--- src/rtl/oreg_pkg.sv ---
`timescale 1ns / 1ps
// ----------------------------------------------------------------------------
// oreg_pkg
// Shared types and constants of the instance ownership registry: request
// codes, field widths, the request bundle, the scan token that moves along
// the slot chain and the commit command that the controller sends to it.
// ----------------------------------------------------------------------------
package oreg_pkg;

    // Field widths.
    localparam int KIND_W  = 2;
    localparam int WORD_W  = 64;
    localparam int CFG_W   = 9;

    // Request kinds.
    localparam logic [KIND_W-1:0] REQ_CLAIM   = 2'd0;
    localparam logic [KIND_W-1:0] REQ_RELEASE = 2'd1;
    localparam logic [KIND_W-1:0] REQ_QUERY   = 2'd2;

    // Request held by the controller while the scan runs.
    typedef struct packed {
        logic [KIND_W-1:0] kind;
        logic [WORD_W-1:0] id_high;
        logic [WORD_W-1:0] id_low;
        logic [WORD_W-1:0] owner;
    } t_req;

    // Scan token handed from one slot cell to the next.
    typedef struct packed {
        logic valid;       // token present at this point of the chain
        logic hit;         // an occupied slot with the id has been seen
        logic own_ok;      // that first matching slot has the request's owner
        logic free_found;  // an empty slot was seen before any hit
    } t_tok;

    // Commit command, one cycle wide, broadcast to all cells.
    typedef struct packed {
        logic set;  // the marked empty slot takes the request's id and owner
        logic clr;  // the marked matching slot is emptied
    } t_cmd;

endpackage

--- src/rtl/oreg_cell.sv ---
`timescale 1ns / 1ps
// ----------------------------------------------------------------------------
// oreg_cell
// One table slot. It holds an id and an owner, inspects the scan token as it
// passes, marks itself as the claim target or the first id match, and hands
// the updated token to the next cell through its token register.
// ----------------------------------------------------------------------------
module oreg_cell #(
    parameter int CELL_IDX = 0,
    parameter int CAP_W    = 9
) (
    input  logic               i_clk,
    input  logic               i_rst_n,
    input  oreg_pkg::t_req     i_req,
    input  logic [CAP_W-1:0]   i_capacity,
    input  oreg_pkg::t_tok     i_tok,
    input  oreg_pkg::t_cmd     i_cmd,
    output oreg_pkg::t_tok     o_tok
);
    import oreg_pkg::*;

    logic [WORD_W-1:0] r_id_high;
    logic [WORD_W-1:0] r_id_low;
    logic [WORD_W-1:0] r_owner;
    logic              r_occ;
    logic              r_mark_free;
    logic              r_mark_hit;
    t_tok              r_tok;

    logic              n_mark_free;
    logic              n_mark_hit;
    t_tok              n_tok;
    logic              active;
    logic              id_match;

    assign active   = CAP_W'(CELL_IDX) < i_capacity;
    assign id_match = (r_id_high == i_req.id_high) && (r_id_low == i_req.id_low);

    // Token update and target marking as the scan passes this slot.
    always_comb begin
        n_tok       = i_tok;
        n_mark_free = r_mark_free;
        n_mark_hit  = r_mark_hit;
        if (i_tok.valid) begin
            n_mark_free = 1'b0;
            n_mark_hit  = 1'b0;
            if (active) begin
                if (!r_occ) begin
                    if (!i_tok.free_found && !i_tok.hit) begin
                        n_mark_free      = 1'b1;
                        n_tok.free_found = 1'b1;
                    end
                end else if (id_match && !i_tok.hit) begin
                    n_mark_hit   = 1'b1;
                    n_tok.hit    = 1'b1;
                    n_tok.own_ok = (r_owner == i_req.owner);
                end
            end
        end
    end

    // Control state: token, marks and occupancy.
    always_ff @(posedge i_clk) begin
        if (!i_rst_n) begin
            r_tok       <= '0;
            r_mark_free <= 1'b0;
            r_mark_hit  <= 1'b0;
            r_occ       <= 1'b0;
        end else begin
            r_tok       <= n_tok;
            r_mark_free <= n_mark_free;
            r_mark_hit  <= n_mark_hit;
            if (i_cmd.set && r_mark_free) begin
                r_occ <= 1'b1;
            end else if (i_cmd.clr && r_mark_hit) begin
                r_occ <= 1'b0;
            end
        end
    end

    // Slot contents, written on a committed claim.
    always_ff @(posedge i_clk) begin
        if (i_cmd.set && r_mark_free) begin
            r_id_high <= i_req.id_high;
            r_id_low  <= i_req.id_low;
            r_owner   <= i_req.owner;
        end
    end

    assign o_tok = r_tok;

endmodule

--- config.mk ---
export PLATFORM = sky130hd
export DESIGN_NAME = oreg_cell
export DESIGN_NICKNAME = d
export VERILOG_FILES = /design/src/rtl/oreg_pkg.sv /design/src/rtl/oreg_cell.sv
export SDC_FILE = /design/constraint.sdc
export NUM_CORES = 1
export LEC_CHECK = 0
export BUFFER_PORTS_ARGS = -buffer_cell sky130_fd_sc_hd__buf_2
export CORE_MARGIN = 1
export CORE_UTILIZATION = 53
export CTS_CLUSTER_SIZE = 40
export DETAILED_ROUTE_END_ITERATION = 16
export PLACE_DENSITY_LB_ADDON = 0.1
export SETUP_SLACK_MARGIN = 0.2
export SYNTH_ARGS = -nofsm -noshare
export SYNTH_HDL_FRONTEND = slang
export SYNTH_SLANG_ARGS = --single-unit
--- constraint.sdc ---
create_clock -name i_clk -period 8.5 [get_ports i_clk]
set_input_delay 2.125 -clock i_clk [delete_from_list [all_inputs] [get_ports i_clk]]
set_output_delay 2.125 -clock i_clk [all_outputs]
set_load 0.03 [all_outputs]
* After elaboration in Yosys (flattened, before gate mapping) *
Cells that the tools add are included.

storage, ports and cells
  register bits after elaboration = 199
  input bits = 211
  word-level logic and storage cells = 36

operators by class
  order comparisons = 1
  eq/ne operators = 3
  mux-type cells = 14
  reductions and logical operators = 8

operators with widths
  kind                                                       count
  == test 64 bit                                             3
  2-to-1 mux 1 bit                                           10
  less-than comparator 1 x 9 -> 1 bit, first input constant  1
  2-to-1 mux 3 bit                                           2
  logical AND 1 bit                                          5
  2-to-1 mux 2 bit                                           2
  zero test 1 bit                                            2
  nonzero test 2 bit                                         1

* Longest topological paths before layout *
  depth after elaboration = 7
  depth in mapped cells = 7
  gate-level depth less buffers = 7

* Worst setup path after synthesis *
Ideal clock, no wire load.

  path kind = input port to flip-flop
  start = input port i_cmd[1] (netlist bit)
  end = register r_id_high[0] (enable)
  arrival = 6.475 ns
  required time = 7.923 ns
  slack = 1.449 ns
  stages on the path = 1
  cells stage by stage = and2_1

on the way
  cells in the longest elaborated chain, start to end = 1

ends and longest elaborated chain
  what                    RTL line         RTL
  start: declaration      oreg_cell.sv:17  input oreg_pkg::t_cmd i_cmd,
  logical AND 1 bit       oreg_cell.sv:83  if (i_cmd.set && r_mark_free) begin
  end signal: assignment  oreg_cell.sv:84  r_id_high <= i_req.id_high;
  end: declaration        oreg_cell.sv:22  logic [WORD_W-1:0] r_id_high;

No other way between the ends.
A chain may end at the register's enable or synchronous reset.

* Worst setup path in the final report *
  start = input port i_cmd[1] (netlist bit)
  end = register r_owner[50] (enable)

on the way
  cells in the longest elaborated chain, start to end = 1

ends and longest elaborated chain
  what                    RTL line         RTL
  logical AND 1 bit       oreg_cell.sv:83
  end signal: assignment  oreg_cell.sv:86  r_owner <= i_req.owner;
  end: declaration        oreg_cell.sv:24  logic [WORD_W-1:0] r_owner;

No other way between the ends.

==> results.py <==
metrics = {
    "outcome": {
        "status": "finished clean",
    },
    "sta": {
        "worst_slew_pin_slew_ns": 0.9598,
        "rsz0062_at_grt": "false",
        "whs_ns": 0.4649,
        "finalHoldViolCount": 0,
        "slew_violations": 0,
        "tns_ns": 0,
        "final.setup_skew_ns": 0.005650,
        "period_share_pct": 44.53,
        "setup_violations": 0,
        "max_freq_mhz": 264.2,
        "maxSlewHeadroom_pct": 36.02,
        "min_period_ns": 3.785,
        "fin_ws_ns": 4.715,
    },
    "place": {
        "dp_hpwl_um": 11400,
        "gp_congestion": 0.7569,
        "io_buffers": 212,
        "dp_worst_setup_slack_ns": 4.287,
    },
    "global_route": {
        "grt.total_usage_pct": 19.94,
        "grt_pass1_vias": 4827,
        "grt_pass1_wl_um": 23770,
        "grt_max_degree": 80,
        "grt_overflow": 0,
        "antenna_found_initial": 2,
    },
    "setup_path": {
        "cp_cell_sequence": "buf_2, and2_4, buf_4",
        "critPathMaxFanout": 79,
        "critPathMaxStageDelay_ns": 0.86,
        "critical_path_buf_inv_count": 2,
        "worstSetupPathType": "input pin to register",
        "cp-start-kind": "input pin",
        "reg2reg_from": "r_mark_free",
        "r2r-end": "r_owner[50]",
        "worstPathRequired_ns": 8.55,
        "critPathTopFamily": "buffers and inverters",
        "rrSetupSlack_ns": 6.17,
        "cp_slowest_cell": "buf_4",
        "end_kind": "register",
        "cp_data_arrival_time_ns": 3.84,
        "reg2regPathDepth": 2,
    },
    "synth": {
        "synth_area_per_cell_um2": 16.84,
        "netlist.area_leader.share_pct": 70.58,
        "ys_top_cells_by_area": "edfxtp_1, xor2_1, xnor2_1",
        "syn_area_um2": 8169,
        "synth_warnings": 0,
        "synthMostInstantiatedCell": "edfxtp_1",
        "ys_types": 25,
        "mappedNetlistNets": 696,
        "synth_common_cells": "edfxtp_1, xor2_1, xnor2_1, nor4_1, nand4_1",
        "syn_inst": 485,
        "synth_ff_type": "edfxtp_1",
        "yosysTopAreaCell": "edfxtp_1",
        "ys_ff_latch": 199,
        "synth_edf_count": 192,
        "async_flop_share_pct": 0,
        "yosysSeqAreaShare_pct": 72.29,
    },
    "floorplan": {
        "io_pins": 215,
        "die_w_um": 126.2,
        "rows": 45,
        "fp.dieH_um": 126.2,
        "initial_utilization_pct": 53.94,
        "die_area_um2": 15910,
        "core_um2": 15150,
    },
    "clock_network": {
        "cts.sinks": 199,
        "cts_hold_buf": 0,
        "clockBufferDepth": 2,
        "cts_tree": "done",
        "cts_setup_buffers": 0,
        "cts_resized": 0,
        "cts_root_buf": "clkbuf_16",
        "cts_buffers": 17,
        "insertion_delay_ns": 0.43,
        "clkTransAtPathRegs_ns": 0.06,
        "htreeDepth": 4,
    },
    "min_path": {
        "holdPathStages": 2,
        "hold_class": "register to register",
        "hold_end": "r_mark_hit",
        "hold_path.startpoint": "r_mark_hit",
    },
    "pwr": {
        "power_density_nw_per_um2": 206.1,
        "p_leak_nw": 3.729,
        "vdd_ir_drop_max_mv": 0.1310,
    },
    "routing": {
        "vias": 4750,
        "wire_per_inst_um": 16.80,
        "drtPass1Iterations": 5,
        "via_per_inst": 5.186,
        "ant_nets": 0,
        "drt_wl_total_um": 15390,
        "drc_errors": 0,
        "first_iter_violations": 282,
    },
    "finish": {
        "nets": 929,
        "drive_above_1_share_pct": 33.65,
        "diodes": 0,
        "syn_to_final_growth_pct": 23.57,
        "utilization_pct": 66.65,
    },
    "flow_run": {
        "drv_cap": 0,
    },
}
worst max-delay path by stage:
stage,start,endpoint,cells past startpoint
after floorplan,i_cmd[1],r_id_high[0],1
after global placement,i_cmd[1],r_owner[48],3
after detailed placement,i_cmd[1],r_owner[48],3
after CTS,i_cmd[1],r_owner[1],3
after global routing,i_cmd[1],r_owner[40],3
final,i_cmd[1],r_owner[50],3
state kept, by name, indices dropped and copies added (netlist names):
name,cells
r_mark_hit,1
o_tok,4
r_occ,1
r_mark_free,1
r_id_low,64
r_id_high,64
r_owner,64
tightest hold or removal path, delay by kind of cell, from the launching register on:
family	cells	cell delay [ns]
flops	1	0.31
simple gates	1	0.06
compound gates	1	0.05
stage by stage:
step           std cells  total power [mW]  area [um^2]
2_1_floorplan        485             1.178         8169
3_3_place_gp         887             1.248         9483
3_5_place_dp         887             1.255         9483
4_1_cts              916             2.099        10090
5_1_grt              916             2.144        10090
6_report             916             2.080        10090
area by class of cell:
class | instances | area [um^2]
flip-flops and latches | 199 | 5906
fillers | 1095 | 5051
multi-input cells | 282 | 2251
repair buffers | 214 | 1076
clock buffers | 18 | 429.2
well taps | 188 | 235.2
clock inverters | 11 | 182.7
inverters | 4 | 15.01
routing by layer:
metal  vias up  wire length [um]  GRT usage (%)
met5         -                13              0
met2       156              7611          31.95
met1      2288              6333          24.28
met3        26              1177          7.859
li1       2278                 -              -
met4         2               255          7.938
cells in the final DEF (no fill, tap or decap), drive strengths merged, types with 4 or more instances in the layout:
cell    count
buf       214
edfxtp    192
xor2      133
xnor2      55
nor4       40
nand4      22
clkbuf     18
dfxtp       7
nand2       6
nor2        5
bufinv      5
inv         4
clkinv      4
power by group:
group,switching [mW],total [mW],internal [mW]
clock network,0.333,0.847,0.514
logic,0.0664,0.134,0.0675
registers,0.00602,1.10,1.09
total,0.406,2.08,1.67
cell families (layout without fill, tap and decap cells):
family | count (synthesis) | after routing | synth area share (%)
flops | 199 | 199 | 72.29
simple gates | 82 | 82 | 6.111
xor+xnor | 188 | 188 | 20.16
compound gates | 11 | 11 | 1.134
mux | 1 | 1 | 0.1225
buf+inv | 4 | 247 | 0.1837
Note: power is estimated with default switching activity, not from simulation.
