**src/rtl/oreg_pkg.sv**
```systemverilog
`timescale 1ns / 1ps
// ----------------------------------------------------------------------------
// oreg_pkg
// Shared types and constants of the instance ownership registry: request
// codes, field widths, the request bundle, the scan token that moves along
// the slot chain and the commit command that the controller sends to it.
// ----------------------------------------------------------------------------
package oreg_pkg;

    // Field widths.
    localparam int KIND_W  = 2;
    localparam int WORD_W  = 64;
    localparam int CFG_W   = 9;

    // Request kinds.
    localparam logic [KIND_W-1:0] REQ_CLAIM   = 2'd0;
    localparam logic [KIND_W-1:0] REQ_RELEASE = 2'd1;
    localparam logic [KIND_W-1:0] REQ_QUERY   = 2'd2;

    // Request held by the controller while the scan runs.
    typedef struct packed {
        logic [KIND_W-1:0] kind;
        logic [WORD_W-1:0] id_high;
        logic [WORD_W-1:0] id_low;
        logic [WORD_W-1:0] owner;
    } t_req;

    // Scan token handed from one slot cell to the next.
    typedef struct packed {
        logic valid;       // token present at this point of the chain
        logic hit;         // an occupied slot with the id has been seen
        logic own_ok;      // that first matching slot has the request's owner
        logic free_found;  // an empty slot was seen before any hit
    } t_tok;

    // Commit command, one cycle wide, broadcast to all cells.
    typedef struct packed {
        logic set;  // the marked empty slot takes the request's id and owner
        logic clr;  // the marked matching slot is emptied
    } t_cmd;

endpackage

```
**src/rtl/oreg_req_if.sv**
```systemverilog
`timescale 1ns / 1ps
// ----------------------------------------------------------------------------
// oreg_req_if
// Request channel: valid/ready handshake with kind, instance id and owner.
// ----------------------------------------------------------------------------
interface oreg_req_if;
    import oreg_pkg::*;

    logic              valid;
    logic              ready;
    logic [KIND_W-1:0] req_type;
    logic [WORD_W-1:0] id_high;
    logic [WORD_W-1:0] id_low;
    logic [WORD_W-1:0] owner_tag;

    modport source (output valid, output req_type, output id_high, output id_low,
                    output owner_tag, input ready);
    modport sink   (input valid, input req_type, input id_high, input id_low,
                    input owner_tag, output ready);
endinterface

```
**src/rtl/oreg_rsp_if.sv**
```systemverilog
`timescale 1ns / 1ps
// ----------------------------------------------------------------------------
// oreg_rsp_if
// Response channel: valid/ready handshake with the one-bit success flag.
// ----------------------------------------------------------------------------
interface oreg_rsp_if;
    logic valid;
    logic ready;
    logic success;

    modport source (output valid, output success, input ready);
    modport sink   (input valid, input success, output ready);
endinterface

```
**src/rtl/oreg_cfg_if.sv**
```systemverilog
`timescale 1ns / 1ps
// ----------------------------------------------------------------------------
// oreg_cfg_if
// Configuration write channel: valid/ready handshake with the capacity value.
// ----------------------------------------------------------------------------
interface oreg_cfg_if;
    import oreg_pkg::*;

    logic             valid;
    logic             ready;
    logic [CFG_W-1:0] data;

    modport source (output valid, output data, input ready);
    modport sink   (input valid, input data, output ready);
endinterface

```
**src/rtl/oreg_ctrl.sv**
```systemverilog
`timescale 1ns / 1ps
// ----------------------------------------------------------------------------
// oreg_ctrl
// Request sequencer: takes one request, launches the scan token into the
// slot chain, decides the outcome when the token leaves the chain, sends the
// commit command, and keeps the capacity register and the occupancy count.
// ----------------------------------------------------------------------------
module oreg_ctrl #(
    parameter int TABLE_SLOTS = 256,
    parameter int CAP_W       = 9
) (
    input  logic               i_clk,
    input  logic               i_rst_n,
    oreg_req_if.sink           i_req,
    oreg_rsp_if.source         o_rsp,
    oreg_cfg_if.sink           i_cfg,
    input  oreg_pkg::t_tok     i_tok_end,
    output oreg_pkg::t_tok     o_tok_start,
    output oreg_pkg::t_req     o_req,
    output logic [CAP_W-1:0]   o_capacity,
    output oreg_pkg::t_cmd     o_cmd
);
    import oreg_pkg::*;

    localparam int CNT_W = $clog2(TABLE_SLOTS + 1);

    typedef enum logic [1:0] {
        ST_IDLE,
        ST_SCAN,
        ST_HOLD
    } t_state;

    t_state             r_state;
    t_req               r_req;
    logic               r_inject;
    logic [CAP_W-1:0]   r_capacity;
    logic [CNT_W-1:0]   r_count;
    logic               r_out_valid;
    logic               r_out_success;
    logic               r_pend;

    logic               n_out_valid;
    logic               req_ok;
    logic               claim_ok;
    logic               rel_ok;
    logic               qry_ok;
    logic               success;
    logic               done;
    logic               out_free;
    logic [CAP_W-1:0]   cfg_value;
    logic               cfg_ok;

    assign i_req.ready = i_rst_n && (r_state == ST_IDLE);
    assign i_cfg.ready = i_rst_n;

    // Outcome of the scan when the token leaves the last cell.
    assign done     = (r_state == ST_SCAN) && i_tok_end.valid;
    assign req_ok   = ((r_req.id_high != '0) || (r_req.id_low != '0)) && (r_req.owner != '0);
    assign claim_ok = req_ok && (r_req.kind == REQ_CLAIM) && !i_tok_end.hit
                      && i_tok_end.free_found;
    assign rel_ok   = req_ok && (r_req.kind == REQ_RELEASE) && i_tok_end.hit
                      && i_tok_end.own_ok;
    assign qry_ok   = req_ok && (r_req.kind == REQ_QUERY) && i_tok_end.hit
                      && i_tok_end.own_ok;
    assign success  = claim_ok || rel_ok || qry_ok;

    // Commit command to the marked cell.
    always_comb begin
        o_cmd.set = done && claim_ok;
        o_cmd.clr = done && rel_ok;
    end

    // Scan token launch.
    always_comb begin
        o_tok_start       = '0;
        o_tok_start.valid = r_inject;
    end

    assign out_free = !r_out_valid || o_rsp.ready;

    // Response valid: cleared when taken, set when a result is loaded.
    always_comb begin
        n_out_valid = r_out_valid && !o_rsp.ready;
        if ((done || (r_state == ST_HOLD)) && out_free) begin
            n_out_valid = 1'b1;
        end
    end

    // A capacity write is taken only when in range and the table is empty.
    assign cfg_value = CAP_W'(i_cfg.data);
    assign cfg_ok    = (cfg_value != '0) && (cfg_value <= CAP_W'(TABLE_SLOTS))
                       && (r_count == '0);

    // State, occupancy count, capacity and response register.
    always_ff @(posedge i_clk) begin
        if (!i_rst_n) begin
            r_state     <= ST_IDLE;
            r_inject    <= 1'b0;
            r_capacity  <= CAP_W'(TABLE_SLOTS);
            r_count     <= '0;
            r_out_valid <= 1'b0;
        end else begin
            r_inject    <= (r_state == ST_IDLE) && i_req.valid;
            r_out_valid <= n_out_valid;
            if (i_cfg.valid && cfg_ok) begin
                r_capacity <= cfg_value;
            end
            case (r_state)
                ST_IDLE: begin
                    if (i_req.valid) begin
                        r_state <= ST_SCAN;
                    end
                end
                ST_SCAN: begin
                    if (i_tok_end.valid) begin
                        if (claim_ok) begin
                            r_count <= r_count + CNT_W'(1);
                        end else if (rel_ok) begin
                            r_count <= r_count - CNT_W'(1);
                        end
                        if (out_free) begin
                            r_state <= ST_IDLE;
                        end else begin
                            r_state <= ST_HOLD;
                        end
                    end
                end
                ST_HOLD: begin
                    if (out_free) begin
                        r_state <= ST_IDLE;
                    end
                end
                default: begin
                    r_state <= ST_IDLE;
                end
            endcase
        end
    end

    // Request and result payload registers.
    always_ff @(posedge i_clk) begin
        if (i_req.valid && i_req.ready) begin
            r_req.kind    <= i_req.req_type;
            r_req.id_high <= i_req.id_high;
            r_req.id_low  <= i_req.id_low;
            r_req.owner   <= i_req.owner_tag;
        end
        if (done) begin
            r_pend <= success;
            if (out_free) begin
                r_out_success <= success;
            end
        end else if ((r_state == ST_HOLD) && out_free) begin
            r_out_success <= r_pend;
        end
    end

    assign o_rsp.valid   = r_out_valid;
    assign o_rsp.success = r_out_success;
    assign o_req         = r_req;
    assign o_capacity    = r_capacity;

endmodule

```
**src/flat_wrapper.sv**
```systemverilog
// flat-port wrapper written by rule: the top's interface ports become plain ports
module oreg_ctrl_flat import oreg_pkg::*;
#(
    parameter int TABLE_SLOTS = 256,
    parameter int CAP_W       = 9
)
  (i_clk, i_rst_n, i_tok_end, o_tok_start, o_req, o_capacity, o_cmd, i_req_valid, i_req_req_type, i_req_id_high, i_req_id_low, i_req_owner_tag, i_req_ready, o_rsp_valid, o_rsp_success, o_rsp_ready, i_cfg_valid, i_cfg_data, i_cfg_ready);
  oreg_req_if i_req_i ();
  oreg_rsp_if o_rsp_i ();
  oreg_cfg_if i_cfg_i ();
  input  logic i_clk;
  input  logic i_rst_n;
  input  oreg_pkg::t_tok i_tok_end;
  output oreg_pkg::t_tok o_tok_start;
  output oreg_pkg::t_req o_req;
  output logic [CAP_W-1:0] o_capacity;
  output oreg_pkg::t_cmd o_cmd;
  input wire logic [$bits(i_req_i.valid)-1:0] i_req_valid;
  input wire logic [$bits(i_req_i.req_type)-1:0] i_req_req_type;
  input wire logic [$bits(i_req_i.id_high)-1:0] i_req_id_high;
  input wire logic [$bits(i_req_i.id_low)-1:0] i_req_id_low;
  input wire logic [$bits(i_req_i.owner_tag)-1:0] i_req_owner_tag;
  output wire logic [$bits(i_req_i.ready)-1:0] i_req_ready;
  output wire logic [$bits(o_rsp_i.valid)-1:0] o_rsp_valid;
  output wire logic [$bits(o_rsp_i.success)-1:0] o_rsp_success;
  input wire logic [$bits(o_rsp_i.ready)-1:0] o_rsp_ready;
  input wire logic [$bits(i_cfg_i.valid)-1:0] i_cfg_valid;
  input wire logic [$bits(i_cfg_i.data)-1:0] i_cfg_data;
  output wire logic [$bits(i_cfg_i.ready)-1:0] i_cfg_ready;
  assign i_req_i.valid = i_req_valid;
  assign i_req_i.req_type = i_req_req_type;
  assign i_req_i.id_high = i_req_id_high;
  assign i_req_i.id_low = i_req_id_low;
  assign i_req_i.owner_tag = i_req_owner_tag;
  assign i_req_ready = i_req_i.ready;
  assign o_rsp_valid = o_rsp_i.valid;
  assign o_rsp_success = o_rsp_i.success;
  assign o_rsp_i.ready = o_rsp_ready;
  assign i_cfg_i.valid = i_cfg_valid;
  assign i_cfg_i.data = i_cfg_data;
  assign i_cfg_ready = i_cfg_i.ready;
  oreg_ctrl #(.TABLE_SLOTS(TABLE_SLOTS), .CAP_W(CAP_W)) u_core (.i_clk(i_clk), .i_rst_n(i_rst_n), .i_req(i_req_i), .o_rsp(o_rsp_i), .i_cfg(i_cfg_i), .i_tok_end(i_tok_end), .o_tok_start(o_tok_start), .o_req(o_req), .o_capacity(o_capacity), .o_cmd(o_cmd));
endmodule
```
**config.mk**
```make
export PLATFORM = sky130hd
export DESIGN_NAME = oreg_ctrl_flat
export DESIGN_NICKNAME = d
export VERILOG_FILES = /design/src/rtl/oreg_pkg.sv /design/src/rtl/oreg_req_if.sv /design/src/rtl/oreg_rsp_if.sv /design/src/rtl/oreg_cfg_if.sv /design/src/rtl/oreg_ctrl.sv /design/src/flat_wrapper.sv
export SDC_FILE = /design/constraint.sdc
export NUM_CORES = 1
export LEC_CHECK = 0
export ABC_AREA = 1
export BUFFER_PORTS_ARGS = -buffer_cell sky130_fd_sc_hd__buf_2
export CAP_MARGIN = 15
export CELL_PAD_IN_SITES_DETAIL_PLACEMENT = 1
export CELL_PAD_IN_SITES_GLOBAL_PLACEMENT = 1
export CORE_AREA = 2 2 164 166
export DETAILED_ROUTE_END_ITERATION = 7
export DIE_AREA = 0 0 166 168
export GPL_TIMING_DRIVEN = 0
export PLACE_DENSITY_LB_ADDON = 0.3
export SYNTH_ARGS = -nofsm -noshare
export SYNTH_HDL_FRONTEND = slang
export SYNTH_SLANG_ARGS = --single-unit
export TNS_END_PERCENT = 20
```
**constraint.sdc**
```tcl
create_clock -name i_clk -period 18.9 [get_ports i_clk]
set_input_delay 0.945 -clock i_clk [delete_from_list [all_inputs] [get_ports i_clk]]
set_output_delay 0.945 -clock i_clk [all_outputs]
set_load 0.01 [all_outputs]
```
# ---- Yosys cells after proc, flatten, opt, wreduce, memory -nomap -nowiden
# Index checks and enable logic that the tools add are counted.
dict set report word_totals {
  reg_bits 218
  latchBits 0
  ram_bits 0
  rom_bits 0
  inputBits 212
  output_inout_bits 213
  word_cells 75
  memories 0
}
dict set report classes {
  addsub 2
  n_mul 0
  div 0
  n_lt_le_gt_ge 1
  n_eq_ne 8
  n_shift 0
  n_mux 11
  bitwise_logic 0
  n_reduce_logical 42
}
# operator count
set ops {}
lappend ops {{$reduce_bool 64->1} 3}
lappend ops {{$logic_and 1x1->1} 22}
lappend ops {{$mux 9} 2}
lappend ops {{$add 9x1->9 const B} 1}
lappend ops {{$le 9x9->1 const B} 1}
lappend ops {{$logic_not 9->1} 1}
lappend ops {{$reduce_bool 9->1} 1}
lappend ops {{$sub 9x1->9 const B} 1}
lappend ops {{$mux 2} 4}
lappend ops {{$ne 2x2->1 const B} 3}
lappend ops {{$pmux 2 s3} 1}
lappend ops {{$reduce_and 3->1} 2}
lappend ops {{$logic_or 1x1->1} 5}
lappend ops {{$eq 2x1->1 const B} 2}
lappend ops {{$eq 2x2->1 const B} 2}
lappend ops {{$logic_not 2->1} 2}
lappend ops {{$mux 1} 4}
lappend ops {{$reduce_bool 2->1} 2}
lappend ops {{$logic_not 1->1} 3}
lappend ops {{$ne 2x1->1 const B} 1}
lappend ops {{$reduce_and 2->1} 1}

# ---- Depth between registers and ports, before layout
# Gate-level depths: netlist of run 1.
dict set report logic_depth {
  word_depth 10
  mapped_depth 20
  mapped_depth_nobuf 20
}

# ---- Worst setup path before layout of run 1
# OpenSTA, ideal clock, no wires.
dict set report synth_timing {
  kind {input-to-reg}
  startpoint {in i_rst_n}
  endpoint {reg u_core.r_req (netlist bit u_core.o_req[0]) (enable)}
  setup_ns 0.751
  t_arrival_ns 9.109
  t_required_ns 18.149
  path_slack_ns 9.040
  path_stages 2
  n_path_buf 0
  path_cell_list {inv_1 nor2_1}
}
dict set report synth_via {
  elab_chain_len 2
}
# element line_no
set synth_lines {}
lappend synth_lines {{start: declaration} flat_wrapper.sv:12} ;# input logic i_rst_n;
lappend synth_lines {{$logic_and 1x1->1} oreg_ctrl.sv:53} ;# assign i_req.ready = i_rst_n && (r_state == ST_IDLE);
lappend synth_lines {{$logic_and 1x1->1} oreg_ctrl.sv:142} ;# if (i_req.valid && i_req.ready) begin
lappend synth_lines {{end: declaration} oreg_ctrl.sv:34} ;# t_req r_req;
# No other way between the ends.
# A chain may end at the register's enable or synchronous reset.

==> results of run 1 <==
[synth_stat cells, types with 5 or more instances]
cell / count
edfxtp_1: 196
nor2_1: 132
nand2_1: 65
inv_1: 51
a21oi_1: 22
dfxtp_1: 22
nand4_1: 19
o21ai_0: 12
ha_1: 7
and2_1: 6
nand3_1: 6
xor2_1: 6
buf_4: 5
[power breakdown]
part | internal (mW) | switching, mW | total [mW]
logic | 0.0371 | 0.0461 | 0.0832
registers | 0.550 | 0.0103 | 0.561
clock network | 0.273 | 0.186 | 0.459
total | 0.860 | 0.242 | 1.10
[registers in the layout (all words and copies together) (netlist names)]
register,cells
u_core.r_state,2
u_core.r_count,9
u_core.o_rsp.success,1
u_core.o_capacity,9
u_core.r_pend,1
u_core.r_inject,1
u_core.o_req,194
u_core.o_rsp.valid,1
[cell type report]
| class | instances | area, um2 | area share |
|---|---|---|---|
| Antenna cell | 3 | 7.507 | 0.0006565 |
| Buffer | 8 | 57.56 | 0.005033 |
| Clock buffer | 31 | 658.1 | 0.05755 |
| Clock inverter | 15 | 122.6 | 0.01072 |
| Inverter | 51 | 191.4 | 0.01674 |
| Multi-Input combinational cell | 296 | 1411 | 0.1234 |
| Sequential cell | 218 | 6326 | 0.5532 |
| Tap cell | 341 | 426.7 | 0.03731 |
| Timing Repair Buffer | 427 | 2235 | 0.1954 |
[routing by layer]
metal  global-route usage  part of all wire  routed length [um]  vias up
met4              0.06238             0.034                 826        0
met5                    0                 0                   0        -
met3              0.05971             0.092                2250       52
li1                     -                 -                   -     2902
met2               0.3045              0.52               12720      269
met1               0.1757              0.35                8537     2871
[worst paths after layout]
check | from | endpoint | slack, ps
setup / recovery | u_core.o_req[74]$_DFFE_PP_ | o_cmd[1] | 15710
hold / removal | u_core.o_capacity[3]$_SDFFE_PN0P_ | u_core.o_capacity[3]$_SDFFE_PN0P_ | 440
setup reg to reg | u_core.o_req[74]$_DFFE_PP_ | u_core.r_count[8]$_SDFFE_PN0P_ | 16050
hold reg to reg | u_core.o_capacity[3]$_SDFFE_PN0P_ | u_core.o_capacity[3]$_SDFFE_PN0P_ | 440
[cell families after synthesis]
kind of cell    Yosys count  synth area share
buf+inv                  59           0.03123
compound gates           42           0.02904
flops                   218            0.7936
simple gates            236            0.1245
xor+xnor                  7          0.007691
fa+ha+maj                 8           0.01350
other cells               1         0.0004704
[worst max-delay path, delay by kind of cell, from the launching register on]
kind | cells | cell delay (ps)
buffers and inverters | 3 | 230
AND/OR/NAND/NOR | 9 | 1080
flip-flops | 1 | 420
==> impl_metrics.yaml, run 1 <==
grt:
  grt-ovfl-total: 0
  antenna_found_initial: 2
  grt_max_degree: 38
  grt_pass1_wl_um: 36020
  grt_pass1_vias: 6516
  gr-usage-all-layers: 0.1665
drt:
  vias_per_cell: 4.384
  wl_per_cell_um: 17.51
  drtPass1Iterations: 4
  drc_errors: 0
  final_antenna_net_count: 0
  wl_um: 24330
  vias: 6094
  dr.first_iter.drc_count: 263
setup_path:
  cpPeakStageDelay_ps: 420
  worstPathCellList: "nor2_1 -> and2_1 -> nand2_1 -> nor2_1 -> nand2_1 -> nor2_2 -> nand2_2 -> nand3_2 -> inv_1 -> nand2_1 -> inv_1 -> buf_2"
  crit_fanout: 10
  rr_worst_depth: 19
  path_common_cell: "nand2_1"
  end_kind: "primary output"
  critPathSlowestCell: "edfxtp_1"
  worstPathArrival_ps: 2250
  cp_data_required_time_ps: 17950
  criticalPathCategory: "flip-flop to primary output"
  critPathLaunchType: "flip-flop"
cells_and_area:
  area_growth_pct: 43.46
  final_cell_mix: "buf_2, edfxtp_1, nor2_1, nand2_1, inv_1"
  utilization: 0.4340
  fin_area_um2: 11440
  fillCellCount: 2957
  layoutNonFillerInstCount: 1390
  final_nets: 1247
  final_common_cell: "buf_2"
  drive_above_1_share: 0.4551
sta:
  clock_skew_ps: 18.67
  maxSlewHeadroom: 0.6592
  hold_slack_ps: 440.6
  finalMaxSlewViolations: 0
  fmax_mhz: 313.1
  worst_pin_slew_ps: 511.1
  fin_crit_sh: 0.1690
  min_period_ps: 3194
  rsz0062_at_grt: "false"
  setup_ws_ps: 15710
  hold_viol_final: 0
  final.setup.tns_ps: 0
  final-setup-viol-count: 0
power_and_ir_drop:
  power.leakage_nw: 4.932
  power_mw: 1.103
  powerDensity_nw_per_um2: 96.41
  vdd_drop_max_v: 0.00007697
yosys:
  synth_largest_area_cell: "edfxtp_1"
  synth-edff-count: 196
  synthesis.area_um2: 7971
  yosys.area.top_type_share: 0.7383
  yosysWarnings: 0
  synthArstFlopShare: 0
  synth_cell_types: 31
  synth_area_per_cell_um2: 13.96
  synthFlopType: "edfxtp_1"
  syn-instance-count: 571
  synthTopCellsByArea: "edfxtp_1, nor2_1, dfxtp_1, nand2_1, inv_1"
  synth-seq-cells: 218
  ys_seq_area_frac: 0.7936
run_status:
  outcome: "finished, final reports clean"
placed_design:
  post-dp-hpwl_um: 19650
  dpl_cell_area_um2: 10650
  dp_slack_ps: 15590
  portBuffers: 421
  gp_congestion: 0.7943
  dp_cells: 1341
clock_tree:
  root_buffer: "clkbuf_16"
  cts_made_buffers: 25
  cts_hold_buf: 0
  cts_sinks: 218
  worstSkewPairLatency_ps: 520
  htreeDepth: 1
  post_cts_resized: 0
  cts_setup_buffers: 0
  cts_tree: "built"
  clock_path_buffers: 3
  clkSlewWorstSetupHoldPaths_ps: 60
floorplanning:
  rows: 60
  initial_core_util: 0.3025
  ioPinCount: 425
  core_um2: 26350
  die_w_um: 166
  dieHeight_um: 168
  die_area_um2: 27890
run:
  cap_violations: 0
hold_path:
  min_path_cells: 2
  hold_path_class: "flip-flop to flip-flop"
No activity file was read; power rests on OpenSTA's default activity.
==> run 2, diff against run 1 <==
clock period = 2.8 ns   (was 18.9 ns; I/O delays follow)
==> run 2 against run 1 <==
Against the previous run: core utilization increased by 9.1 points; via count grew 19%; power grew to 7.1 times the previous value; combinational power increased to 10 times the previous value; hold slack got worse by 370 ps; clock-buffer cell count down 3; non-clock buffer count is 227 higher; routed wire length increased by 32%; cell count rose by 16%; global-route usage is 5.4 points higher; register-to-register slack lost 16000 ps.
==> impl_metrics.yaml, run 2 (synthesis results as in run 1) <==
sta:
  final.setup.tns_ps: 0
  clock_skew_ps: 16.42
  worst_pin_slew_ps: 534.4
  maxSlewHeadroom: 0.6429
  min_period_ps: 2691
  finalMaxSlewViolations: 0
  fmax_mhz: 371.5
  hold_viol_final: 0
  fin_crit_sh: 0.9612
  final-setup-viol-count: 0
  rsz0062_at_grt: "true"
cells_and_area:
  final_common_cell: "buf_2"
  regArea_um2: 6327
  fin_area_um2: 13830
  area_growth_pct: 73.44
  largest_reg_flops: 194
  multi_input_area_um2: 1580
  utilization: 0.5247
  final_nets: 1474
  layoutNonFillerInstCount: 1617
  final_cell_mix: "buf_2, dlygate4sd3_1, edfxtp_1, nor2_1, nand2_1"
  fillCellCount: 2859
  drive_above_1_share: 0.4123
power_and_ir_drop:
  p_clk_frac: 0.402
  powerDensity_nw_per_um2: 562.8
  power.leakage_nw: 5.943
  p_comb_frac: 0.110
  power.switching_mw: 1.808
  power_mw: 7.781
  vdd_drop_max_v: 0.0004914
  switching_share: 0.2324
  intPower_mw: 5.973
  p_seq_frac: 0.488
drt:
  wl_per_cell_um: 19.80
  drc_errors: 0
  vias: 7235
  dr.first_iter.drc_count: 294
  wl_um: 32010
  final_antenna_net_count: 0
  vias_per_cell: 4.474
  drtPass1Iterations: 4
placed_design:
  dpl_cell_area_um2: 10650
  portBuffers: 421
  dp_cells: 1341
  gp_congestion: 0.8193
  post-dp-hpwl_um: 19760
hold_path:
  hold_path_class: "primary input to flip-flop"
grt:
  grt-ovfl-total: 0
  grt_pass1_vias: 8328
  gr-usage-all-layers: 0.2207
  antenna_found_initial: 5
  grt_pass1_wl_um: 47470
  grt_max_degree: 38
setup_path:
  crit_fanout: 5
  end_kind: "flip-flop"
  crit_start: "u_core.o_req[42]$_DFFE_PP_"
  r2r-end: "u_core.r_count[8]$_SDFFE_PN0P_"
  rr_worst_depth: 17
  criticalPathCategory: "flip-flop to flip-flop"
  critPathLaunchType: "flip-flop"
  cp_data_required_time_ps: 3210
  worstPathArrival_ps: 3100
  r2r-start: "u_core.o_req[42]$_DFFE_PP_"
  endpoint: "u_core.r_count[8]$_SDFFE_PN0P_"
  r2r_slack_ps: 110
floorplanning:
  core_um2: 26350
  die_w_um: 166
  initial_core_util: 0.3025
  die_area_um2: 27890
  rows: 60
  dieHeight_um: 168
  ioPinCount: 425
clock_tree:
  worstSkewPairLatency_ps: 520
  cts_tree: "built"
  htreeDepth: 1
  clock_path_buffers: 3
  cts_made_buffers: 24
  clkSlewWorstSetupHoldPaths_ps: 70
  root_buffer: "clkbuf_16"
  cts_sinks: 218
run_status:
  outcome: "finished, final reports clean"
run:
  cap_violations: 0
run 2: per-layer routing:
| layer | global-route usage | vias to the layer above | share of wire |
|---|---|---|---|
| met2 | 0.4247 | 327 | 0.55 |
| met4 | 0.1036 | 0 | 0.043 |
| met3 | 0.05571 | 89 | 0.066 |
| met1 | 0.2218 | 3470 | 0.34 |
| li1 | - | 3349 | - |
| met5 | 0 | - | 0 |
run 2: power by group through the flow:
stage / Sequential (mW) / Clock, mW / Combinational [mW]
after floorplan: 3.92 / 0 / 0.145
after global placement: 3.86 / 0 / 0.528
after detailed placement: 3.85 / 0 / 0.569
after CTS: 3.79 / 3.16 / 0.817
after global routing: 3.81 / 3.30 / 0.919
final: 3.80 / 3.13 / 0.859
run 2: critical path: stages (launching register included):
cell and delay, ps:
edfxtp_1 460, nor2_2 160, nand4_1 220, nor3_4 270, nand2_4 130, nand3_4 190
buf_6 130, fa_2 230, nand3_1 90, nand2_2 100, a21o_1 140, inv_1 40
nand4_1 80, nand2_1 70, nor2_2 100, nand2_1 70, nand2_1 60, nor2_1 40
run 2: cell type report:
class | count | share of cell area
sequential | 218 | 0.4576
timing repair buffer | 654 | 0.3237
multi-input combinational | 297 | 0.1143
clock buffer | 28 | 0.04606
tap | 341 | 0.03086
inverter | 51 | 0.01385
clock inverter | 15 | 0.008507
buffer | 8 | 0.004163
antenna | 5 | 0.0009050
run 2: through the flow:
stage / hold slack [ps] / worst slack (ps)
2_1_floorplan: 238.9 / -1013
3_3_place_gp: 316.1 / -2295
3_5_place_dp: 318.4 / -106.9
4_1_cts: 49.67 / 40.53
5_1_grt: 84.15 / -139.2
6_report: 70.89 / 108.5
run 2: worst min path at each step:
| stage | start | endpoint | slack (ps) | cells after the start |
|---|---|---|---|---|
| floorplan | i_req_owner_tag[0] | u_core.o_req[0]$_DFFE_PP_ | 240 | 0 |
| global placement | i_req_owner_tag[48] | u_core.o_req[48]$_DFFE_PP_ | 320 | 1 |
| detailed placement | i_req_id_low[29] | u_core.o_req[93]$_DFFE_PP_ | 320 | 1 |
| CTS | i_tok_end[1] | u_core.r_pend$_DFFE_PP_ | 50 | 3 |
| global route | i_tok_end[1] | u_core.r_pend$_DFFE_PP_ | 80 | 3 |
| finish | i_cfg_valid | u_core.o_capacity[8]$_SDFFE_PN1P_ | 70 | 5 |
run 2: repair_timing:
action | 4_1_cts | 5_1_grt
buffers inserted | 2 | 12
endpoints found under the hold margin | 207 | 0
gates cloned | 1 | 0
setup endpoints to repair | 2 | 4
gates resized for setup | 5 | 36
pin swaps | 1 | 15
hold buffers | 213 | 0
